==> config.mk <==
export PLATFORM = sky130hd
export DESIGN_NAME = two_band_energy_beat_detector_flat
export DESIGN_NICKNAME = d
export VERILOG_FILES = /design/src/hdl/tbebd_pkg.sv /design/src/hdl/tbebd_intf.sv /design/src/hdl/two_band_energy_beat_detector.sv /design/src/flat_wrapper.sv
export SDC_FILE = /design/constraint.sdc
export NUM_CORES = 2
export LEC_CHECK = 0
export BUFFER_PORTS_ARGS = -buffer_cell sky130_fd_sc_hd__buf_2
export CAP_MARGIN = 30
export CELL_PAD_IN_SITES_DETAIL_PLACEMENT = 0
export CELL_PAD_IN_SITES_GLOBAL_PLACEMENT = 1
export CORE_ASPECT_RATIO = 1.75
export CORE_MARGIN = 3
export CORE_UTILIZATION = 40
export CTS_BUF_LIST = sky130_fd_sc_hd__clkbuf_8
export CTS_CLUSTER_SIZE = 8
export DETAILED_ROUTE_END_ITERATION = 16
export GPL_TIMING_DRIVEN = 0
export HOLD_SLACK_MARGIN = 0.03
export PLACE_DENSITY = 0.68
export SLEW_MARGIN = 25
export SYNTH_ARGS = -nofsm -noshare
export SYNTH_HDL_FRONTEND = slang
export SYNTH_SLANG_ARGS = --single-unit
==> constraint.sdc <==
create_clock -name clock -period 19.2 [get_ports clock]
set_input_delay 1.92 -clock clock [delete_from_list [all_inputs] [get_ports clock]]
set_output_delay 1.92 -clock clock [all_outputs]
set_load 0.05 [all_outputs]
==> src/hdl/tbebd_pkg.sv <==
// Shared constants and payload types for the two-band energy beat detector.
// No dependencies; every other file of the block refers to this package.
`timescale 1ns / 1ps

package tbebd_pkg;

   localparam int unsigned MAG_W                 = 16;
   localparam int unsigned RATIO_W               = 16;
   localparam int unsigned FRAC_BITS             = 12;
   localparam int unsigned HISTORY_DEPTH_DEFAULT = 32;

   // About 1.15 in unsigned Q4.12.
   localparam logic [RATIO_W-1:0] RATIO_RESET = 16'd4710;

   typedef struct packed {
      logic [MAG_W-1:0] low_bin_magnitude;
      logic [MAG_W-1:0] high_bin_magnitude;
   } req_payload_type;

   typedef struct packed {
      logic             beat;
      logic [MAG_W-1:0] low_bin_average;
      logic [MAG_W-1:0] high_bin_average;
   } rsp_payload_type;

endpackage

==> src/hdl/tbebd_intf.sv <==
// Valid/ready channel interfaces for the request and response sides.
// Depends on tbebd_pkg for the payload types.
`timescale 1ns / 1ps

interface tbebd_req_if;
   logic                       valid;
   logic                       ready;
   tbebd_pkg::req_payload_type payload;

   modport source (output valid, output payload, input ready);
   modport sink   (input valid, input payload, output ready);
endinterface

interface tbebd_rsp_if;
   logic                       valid;
   logic                       ready;
   tbebd_pkg::rsp_payload_type payload;

   modport source (output valid, output payload, input ready);
   modport sink   (input valid, input payload, output ready);
endinterface

==> src/hdl/two_band_energy_beat_detector.sv <==
// Top level of the two-band energy beat detector: history ring memory,
// running sums, threshold compare and average divide in a four-stage pipeline.
// Depends on tbebd_pkg and the channel interfaces in tbebd_intf.sv.
//
//   channel   direction   role
//   req_ch    in          one spectrum frame: low and high bin magnitudes
//   rsp_ch    out         beat flag and both ring averages
//   csr_*     in          write-only beat ratio register (Q4.12)
//
// One transaction per clock is sustained while rsp_ch is ready; each result passes
// the ring read, then sum update, multiply and compare, and is registered at the output.
// The ring memory read and write-back sit in separate stages, each slot is
// written back as its request leaves stage 1 and the next transaction reads the next
// slot. Reset is synchronous and needs no clearing pass: a fill flag makes
// slots that were never written read as zero. Stages hold under back-pressure
// and empty stages keep filling, so requests are taken while a result waits.
`timescale 1ns / 1ps

module two_band_energy_beat_detector #(
   parameter int unsigned HISTORY_DEPTH = tbebd_pkg::HISTORY_DEPTH_DEFAULT
) (
   input  logic                           clock,
   input  logic                           reset,
   tbebd_req_if.sink                      req_ch,
   tbebd_rsp_if.source                    rsp_ch,
   input  logic                           csr_we,
   input  logic [tbebd_pkg::RATIO_W-1:0]  csr_wdata
);

   localparam int unsigned MAG_W   = tbebd_pkg::MAG_W;
   localparam int unsigned RATIO_W = tbebd_pkg::RATIO_W;
   localparam int unsigned FRAC_B  = tbebd_pkg::FRAC_BITS;
   localparam int unsigned AW      = $clog2(HISTORY_DEPTH);
   localparam int unsigned SUM_W   = MAG_W + AW;
   localparam int unsigned SHIFT   = SUM_W + AW;
   localparam int unsigned RECIP_W = SUM_W + 1;
   localparam int unsigned AVGP_W  = SUM_W + RECIP_W;
   localparam int unsigned THR_W   = RATIO_W + SUM_W;

   // Rounded-up reciprocal; with SHIFT this wide the quotient is exact for
   // every sum the ring can hold.
   localparam logic [63:0] RECIP_FULL =
      ((64'd1 << SHIFT) + 64'(HISTORY_DEPTH) - 64'd1) / 64'(HISTORY_DEPTH);
   localparam logic [RECIP_W-1:0] RECIP   = RECIP_FULL[RECIP_W-1:0];
   localparam logic [AW-1:0]      LAST    = AW'(HISTORY_DEPTH - 1);
   localparam logic [SUM_W-1:0]   DEPTH_K = SUM_W'(HISTORY_DEPTH);
   localparam logic [SUM_W-1:0]   SUM_MAX = SUM_W'(HISTORY_DEPTH * ((1 << MAG_W) - 1));

   // ---------------------------------------------------------------- control
   logic [RATIO_W-1:0]   beat_ratio_ff;
   logic [AW-1:0]        wp_ff, wp_in;
   logic                 wrapped_ff, wrapped_in;
   logic                 v1_ff, v1_in, v2_ff, v2_in, v3_ff, v3_in, ovld_ff, ovld_in;
   logic                 acc, rdy_o, rdy3, rdy2, adv1, adv2, adv3;

   assign acc   = req_ch.valid && req_ch.ready;
   assign rdy_o = !ovld_ff || rsp_ch.ready;
   assign rdy3  = !v3_ff || rdy_o;
   assign rdy2  = !v2_ff || rdy3;
   assign req_ch.ready = !v1_ff || rdy2;
   assign adv1  = v1_ff && rdy2;
   assign adv2  = v2_ff && rdy3;
   assign adv3  = v3_ff && rdy_o;

   assign v1_in   = acc  || (v1_ff && !adv1);
   assign v2_in   = adv1 || (v2_ff && !adv2);
   assign v3_in   = adv2 || (v3_ff && !adv3);
   assign ovld_in = adv3 || (ovld_ff && !rsp_ch.ready);

   assign wp_in      = !acc ? wp_ff : ((wp_ff == LAST) ? '0 : wp_ff + 1'b1);
   assign wrapped_in = wrapped_ff || (acc && (wp_ff == LAST));

   always_ff @(posedge clock) begin
      if (reset) begin
         beat_ratio_ff <= tbebd_pkg::RATIO_RESET;
         wp_ff         <= '0;
         wrapped_ff    <= 1'b0;
         v1_ff         <= 1'b0;
         v2_ff         <= 1'b0;
         v3_ff         <= 1'b0;
         ovld_ff       <= 1'b0;
      end else begin
         if (csr_we) begin
            beat_ratio_ff <= csr_wdata;
         end
         wp_ff      <= wp_in;
         wrapped_ff <= wrapped_in;
         v1_ff      <= v1_in;
         v2_ff      <= v2_in;
         v3_ff      <= v3_in;
         ovld_ff    <= ovld_in;
      end
   end

   // ------------------------------------------------ ring memory, stage 1
   logic [2*MAG_W-1:0] hist_mem [HISTORY_DEPTH];
   logic [2*MAG_W-1:0] hist_rd_ff;
   logic [MAG_W-1:0]   lo1_ff, hi1_ff;
   logic [AW-1:0]      slot1_ff;
   logic               old_zero1_ff;
   logic [MAG_W-1:0]   old_lo, old_hi;
   logic [SUM_W-1:0]   lo_sum_ff, lo_sum_in, hi_sum_ff, hi_sum_in;

   always_ff @(posedge clock) begin
      if (acc) begin
         hist_rd_ff <= hist_mem[wp_ff];
      end
      if (adv1) begin
         hist_mem[slot1_ff] <= {hi1_ff, lo1_ff};
      end
   end

   always_ff @(posedge clock) begin
      if (acc) begin
         lo1_ff       <= req_ch.payload.low_bin_magnitude;
         hi1_ff       <= req_ch.payload.high_bin_magnitude;
         slot1_ff     <= wp_ff;
         old_zero1_ff <= !wrapped_ff;
      end
   end

   // A slot that has not been written since reset reads as zero.
   assign old_lo = old_zero1_ff ? '0 : hist_rd_ff[MAG_W-1:0];
   assign old_hi = old_zero1_ff ? '0 : hist_rd_ff[2*MAG_W-1:MAG_W];

   assign lo_sum_in = lo_sum_ff - SUM_W'(old_lo) + SUM_W'(lo1_ff);
   assign hi_sum_in = hi_sum_ff - SUM_W'(old_hi) + SUM_W'(hi1_ff);

   always_ff @(posedge clock) begin
      if (reset) begin
         lo_sum_ff <= '0;
         hi_sum_ff <= '0;
      end else if (adv1) begin
         lo_sum_ff <= lo_sum_in;
         hi_sum_ff <= hi_sum_in;
      end
   end

   // ------------------------------------------------ stage 2: multiplies
   logic [MAG_W-1:0]  lo2_ff, hi2_ff;
   logic [SUM_W-1:0]  lo_sum2_ff, hi_sum2_ff;
   logic [THR_W-1:0]  lo_thr_in, hi_thr_in, lo_thr3_ff, hi_thr3_ff;
   logic [SUM_W-1:0]  lo_lhs_in, hi_lhs_in, lo_lhs3_ff, hi_lhs3_ff;
   logic [AVGP_W-1:0] lo_avgp_in, hi_avgp_in, lo_avgp3_ff, hi_avgp3_ff;

   always_ff @(posedge clock) begin
      if (adv1) begin
         lo2_ff     <= lo1_ff;
         hi2_ff     <= hi1_ff;
         lo_sum2_ff <= lo_sum_in;
         hi_sum2_ff <= hi_sum_in;
      end
   end

   assign lo_thr_in  = THR_W'(beat_ratio_ff) * THR_W'(lo_sum2_ff);
   assign hi_thr_in  = THR_W'(beat_ratio_ff) * THR_W'(hi_sum2_ff);
   assign lo_lhs_in  = SUM_W'(lo2_ff) * DEPTH_K;
   assign hi_lhs_in  = SUM_W'(hi2_ff) * DEPTH_K;
   assign lo_avgp_in = AVGP_W'(lo_sum2_ff) * AVGP_W'(RECIP);
   assign hi_avgp_in = AVGP_W'(hi_sum2_ff) * AVGP_W'(RECIP);

   always_ff @(posedge clock) begin
      if (adv2) begin
         lo_thr3_ff  <= lo_thr_in;
         hi_thr3_ff  <= hi_thr_in;
         lo_lhs3_ff  <= lo_lhs_in;
         hi_lhs3_ff  <= hi_lhs_in;
         lo_avgp3_ff <= lo_avgp_in;
         hi_avgp3_ff <= hi_avgp_in;
      end
   end

   // ------------------------------------------------ stage 3: compare, output
   logic                       lo_hit, hi_hit;
   tbebd_pkg::rsp_payload_type rsp_in, rsp_ff;

   assign lo_hit = THR_W'({lo_lhs3_ff, {FRAC_B{1'b0}}}) >= lo_thr3_ff;
   assign hi_hit = THR_W'({hi_lhs3_ff, {FRAC_B{1'b0}}}) >= hi_thr3_ff;

   always_comb begin
      rsp_in.beat             = lo_hit || hi_hit;
      rsp_in.low_bin_average  = lo_avgp3_ff[SHIFT +: MAG_W];
      rsp_in.high_bin_average = hi_avgp3_ff[SHIFT +: MAG_W];
   end

   always_ff @(posedge clock) begin
      if (adv3) begin
         rsp_ff <= rsp_in;
      end
   end

   assign rsp_ch.valid   = ovld_ff;
   assign rsp_ch.payload = rsp_ff;

   // ------------------------------------------------ assertions
   logic [AW-1:0] slot1_next;
   assign slot1_next = (slot1_ff == LAST) ? '0 : slot1_ff + 1'b1;

   a_port_conflict: assert property (@(posedge clock) disable iff (reset)
      (acc && adv1) |-> (wp_ff != slot1_ff))
      else $error("ring read and write-back hit the same slot in one cycle");

   a_slot_order: assert property (@(posedge clock) disable iff (reset)
      v1_ff |-> (wp_ff == slot1_next))
      else $error("write pointer is not one slot past the transaction in stage 1");

   a_sum_bound: assert property (@(posedge clock) disable iff (reset)
      (lo_sum_ff <= SUM_MAX) && (hi_sum_ff <= SUM_MAX))
      else $error("running sum exceeds the largest possible ring total");

   a_wrap_sticky: assert property (@(posedge clock) disable iff (reset)
      (wrapped_ff && !reset) |=> (wrapped_ff || $past(reset)))
      else $error("fill flag dropped without a reset");

endmodule
==> src/flat_wrapper.sv <==
// flat-port wrapper written by rule: the top's interface ports become plain ports
module two_band_energy_beat_detector_flat 
#(
   parameter int unsigned HISTORY_DEPTH = tbebd_pkg::HISTORY_DEPTH_DEFAULT
)
  (clock, reset, csr_we, csr_wdata, req_ch_valid, req_ch_payload, req_ch_ready, rsp_ch_valid, rsp_ch_payload, rsp_ch_ready);
  tbebd_req_if req_ch_i ();
  tbebd_rsp_if rsp_ch_i ();
  input  logic clock;
  input  logic reset;
  input  logic csr_we;
  input  logic [tbebd_pkg::RATIO_W-1:0] csr_wdata;
  input wire logic [$bits(req_ch_i.valid)-1:0] req_ch_valid;
  input wire logic [$bits(req_ch_i.payload)-1:0] req_ch_payload;
  output wire logic [$bits(req_ch_i.ready)-1:0] req_ch_ready;
  output wire logic [$bits(rsp_ch_i.valid)-1:0] rsp_ch_valid;
  output wire logic [$bits(rsp_ch_i.payload)-1:0] rsp_ch_payload;
  input wire logic [$bits(rsp_ch_i.ready)-1:0] rsp_ch_ready;
  assign req_ch_i.valid = req_ch_valid;
  assign req_ch_i.payload = req_ch_payload;
  assign req_ch_ready = req_ch_i.ready;
  assign rsp_ch_valid = rsp_ch_i.valid;
  assign rsp_ch_payload = rsp_ch_i.payload;
  assign rsp_ch_i.ready = rsp_ch_ready;
  two_band_energy_beat_detector #(.HISTORY_DEPTH(HISTORY_DEPTH)) u_core (.clock(clock), .reset(reset), .req_ch(req_ch_i), .rsp_ch(rsp_ch_i), .csr_we(csr_we), .csr_wdata(csr_wdata));
endmodule
==> flow_metrics.py <==
metrics = {
    "status": {
        "status": "completed",
    },
    "global_routing": {
        "track_usage_pct": 22.6,
        "grt_first_pass_wirelength_um": 319000,
        "grt_overflow": 0,
        "antenna_found_initial": 7,
        "grt_pass1_vias": 48071,
        "grt_max_degree": 51,
    },
    "synth": {
        "ys_seq_elements": 1407,
        "synth_top_area_share_pct": 52.4,
        "syn_nets": 6140,
        "synth-adder-area-share_pct": 19.4,
        "synth_top_family_by_area": "adder cells",
        "ys_types": 79,
        "synth_flop_cell": "edfxtp_1",
        "yosysSeqAreaShare_pct": 54.2,
        "synth_area_per_cell_sq_um": 14.6,
        "synth_xor_area_share_pct": 1.19,
        "synth_edf_count": 1339,
        "synth.area.top_cells": "edfxtp_1, fa_1, mux4_2",
        "synth-async-reset-ratio_pct": 0,
        "synth_area_sq_um": 76700,
        "yosys_warnings": 0,
        "synth_cells": 5233,
        "yosysTopAreaCell": "edfxtp_1",
        "muxShareOfSynthArea_pct": 10.0,
        "synth_compound_gate_area_share_pct": 3.25,
        "synth_simple_gate_area_share_pct": 6.74,
    },
    "critical_path": {
        "setup.worst_path.start": "u_core.beat_ratio_ff[1]",
        "path_common_cell": "fa_1",
        "r2r_start": "u_core.beat_ratio_ff[1]",
        "crit_path_start_kind": "flop",
        "worst_r2r_endpoint": "u_core.hi_thr3_ff[31]",
        "rr_worst_depth": 21,
        "critPathRequiredTime_ns": 19.80,
        "slowest_stage": "dfxtp_1",
        "critical_path_arrival_ns": 9.67,
        "cp_max_fo": 10,
        "worstSetupEndpointType": "flop",
        "r2r_setup_slack_ns": 10.13,
        "cp_cell_sequence": "clkbuf_1 -> nand2_1 -> fa_1 -> inv_1 -> fa_1 -> fa_1 -> inv_1 -> fa_1 -> inv_1 -> fa_1 -> fa_1 -> ha_1 -> a21o_1 -> a21oi_1 -> o21ai_0 -> nand3_1 -> a21boi_0 -> o32ai_1 -> o21a_1 -> o21ai_0 -> xor2_1",
        "max_stage_delay_ns": 0.84,
        "path_class": "flop to flop",
    },
    "clocking": {
        "path_clk_slew_ns": 0.07,
        "postCtsSetupBuffers": 0,
        "cts.repair.resized": 0,
        "htreeDepth": 4,
        "cts_inserted_buffers": 218,
        "cts_sinks": 1407,
        "cts.path.max_buffers": 4,
        "root_buffer": "clkbuf_8",
        "clkLatencyLatePin_ns": 0.94,
        "holdBufCountCts": 0,
        "cts_tree": "done",
    },
    "timing": {
        "slew_headroom_pct": 27.1,
        "fmaxAchievable_ghz": 0.110,
        "worst_slack_ns": 10.13,
        "finalMaxSlewViolations": 0,
        "finClkSkew_ns": 0.0771,
        "tightestPinTransition_ns": 1.09,
        "setup_tns_ns": 0,
        "post-route-period-util_pct": 47.2,
        "rsz0062_at_grt": "no",
        "setup_viol": 0,
        "finalCriticalPeriod_ns": 9.07,
        "hold_viol": 0,
        "hold_slack_ns": 0.411,
    },
    "die": {
        "die_h_um": 585,
        "core_sq_um": 190000,
        "ioPinCount": 88,
        "row_count": 212,
        "die_area_sq_um": 197000,
        "start_util_pct": 40.3,
        "die_x_um": 337,
    },
    "run": {
        "maxCapViolCount": 0,
    },
    "detailed_routing": {
        "first_iter_violations": 2931,
        "avgViaCountPerCell": 5.33,
        "drc_errors": 0,
        "postRouteAntennaNets": 0,
        "vias": 44029,
        "avgRoutedWirePerCell_um": 26.5,
        "wl_um": 219000,
        "drt_first_pass_iters": 7,
    },
    "hold_path": {
        "hold_path_startpoint": "u_core.lo_avgp3_ff[35]",
        "hold_path_end": "u_core.rsp_ch.payload[25]",
        "hp-class": "flop to flop",
        "whs_path_depth": 0,
    },
    "finish": {
        "final_nets": 6575,
        "drive_gt1_share_pct": 15.7,
        "fill_cells": 16832,
        "area_growth_pct": 13.3,
        "finish.utilization_pct": 45.6,
    },
    "placement": {
        "globalplace.congestion": 0.945,
        "dpl_worst_slack_ns": 10.33,
        "io_buffers": 86,
        "dpl.hpwl_um": 168000,
    },
}
how the worst max path moves through the flow:
stage,slack (ns),cells past startpoint,end
floorplan,6.38,2,u_core.hi_avgp3_ff[26]
global placement,0.49,3,u_core.lo_thr3_ff[3]
detailed placement,10.33,21,u_core.hi_thr3_ff[31]
CTS,10.30,21,u_core.hi_thr3_ff[31]
global route,9.92,21,u_core.hi_thr3_ff[31]
finish,10.13,21,u_core.hi_thr3_ff[31]
worst max-delay path: cells and delay by family (launching register included):
kind	cells	cell delay [ns]
buffers and inverters	4	0.91
XOR/XNOR	1	0.18
AND/OR/NAND/NOR	2	0.48
flip-flops	1	0.84
adder cells (fa/ha/maj)	7	3.44
AO/OA/AOI/OAI	7	2.91
registers in the layout, summed over array words and instances, names as in the netlist, 21 cells and up:
| signal | count |
|---|---|
| u_core.lo_sum2_ff | 21 |
| u_core.rsp_ch.payload | 33 |
| u_core.lo_thr3_ff | 37 |
| u_core.hi_thr3_ff | 37 |
| u_core.hist_mem | 1024 |
| u_core.lo_sum_ff | 21 |
| u_core.hi_sum_ff | 21 |
| u_core.hist_rd_ff | 32 |
| u_core.hi_sum2_ff | 21 |
area by class of cell:
type	instances	area, sq um	area share [%]
plain buffers	230	918	1.06
flip-flops and latches	1407	41600	47.8
clock buffers	223	3070	3.53
repair buffers	215	3180	3.66
clock inverters	118	596	0.686
well taps	2461	3080	3.54
multi-input cells	2785	31400	36.2
diodes	3	7.51	0.00864
inverters	811	3050	3.51
per-stage QoR:
step | instances | cell area [sq um]
2_1_floorplan | 5233 | 76700
3_3_place_gp | 7780 | 80200
3_5_place_dp | 7899 | 83000
4_1_cts | 8240 | 86700
5_1_grt | 8251 | 86900
6_report | 8253 | 86900
cells in the mapped netlist (5+ instances only):
cell type	count
edfxtp_1	1339
inv_1	810
dfxtp_1	68
a31oi_1	15
nand2_1	529
a211oi_1	11
mux2i_1	11
nor3_1	21
nor2b_1	49
o21bai_1	16
a211o_1	12
and3_1	10
o211ai_1	8
nor4_1	11
o21a_1	18
o21ai_0	57
mux2_2	32
nor2_1	101
a2111oi_0	5
buf_2	24
nand3b_1	7
clkbuf_1	188
buf_1	16
ha_1	294
mux4_2	320
nand4_1	22
xor2_1	27
o31ai_1	6
nand3_1	28
a21o_1	55
fa_1	560
nand2b_1	7
xnor2_1	77
a21oi_1	135
and2_1	269
cells by family after synthesis:
kind of cell,after synthesis
buffers and inverters,1041
flip-flops,1407
adder cells (fa/ha/maj),854
XOR/XNOR,104
multiplexers,363
AO/OA/AOI/OAI,383
AND/OR/NAND/NOR,1081
placed cells by master (no fill, tap or decap), drive strengths merged, types with 8 or more instances in the layout:
cell    count
edfxtp   1339
inv       899
fa        560
nand2     530
clkbuf    411
mux4      320
ha        294
and2      269
buf       257
a21oi     136
nor2      101
xnor2      77
dfxtp      68
o21ai      61
a21o       55
nor2b      49
mux2       32
nand3      28
xor2       27
clkinv     23
nand4      22
nor3       21
o21a       18
o21bai     16
a31oi      15
a211o      12
a211oi     11
mux2i      11
nor4       11
and3       10
o211ai      8
per-layer routing:
metal | vias to the layer above | GRT usage (%) | wire length, um
li1 | 19089 | - | -
met2 | 1419 | 42.2 | 119000
met1 | 22909 | 23.3 | 72200
met3 | 612 | 2.60 | 8990
met5 | - | 0 | 0
met4 | 0 | 15.9 | 18200
Power is not shown: default switching activity piles up to over one toggle a cycle in this logic, so the estimate is an artifact.
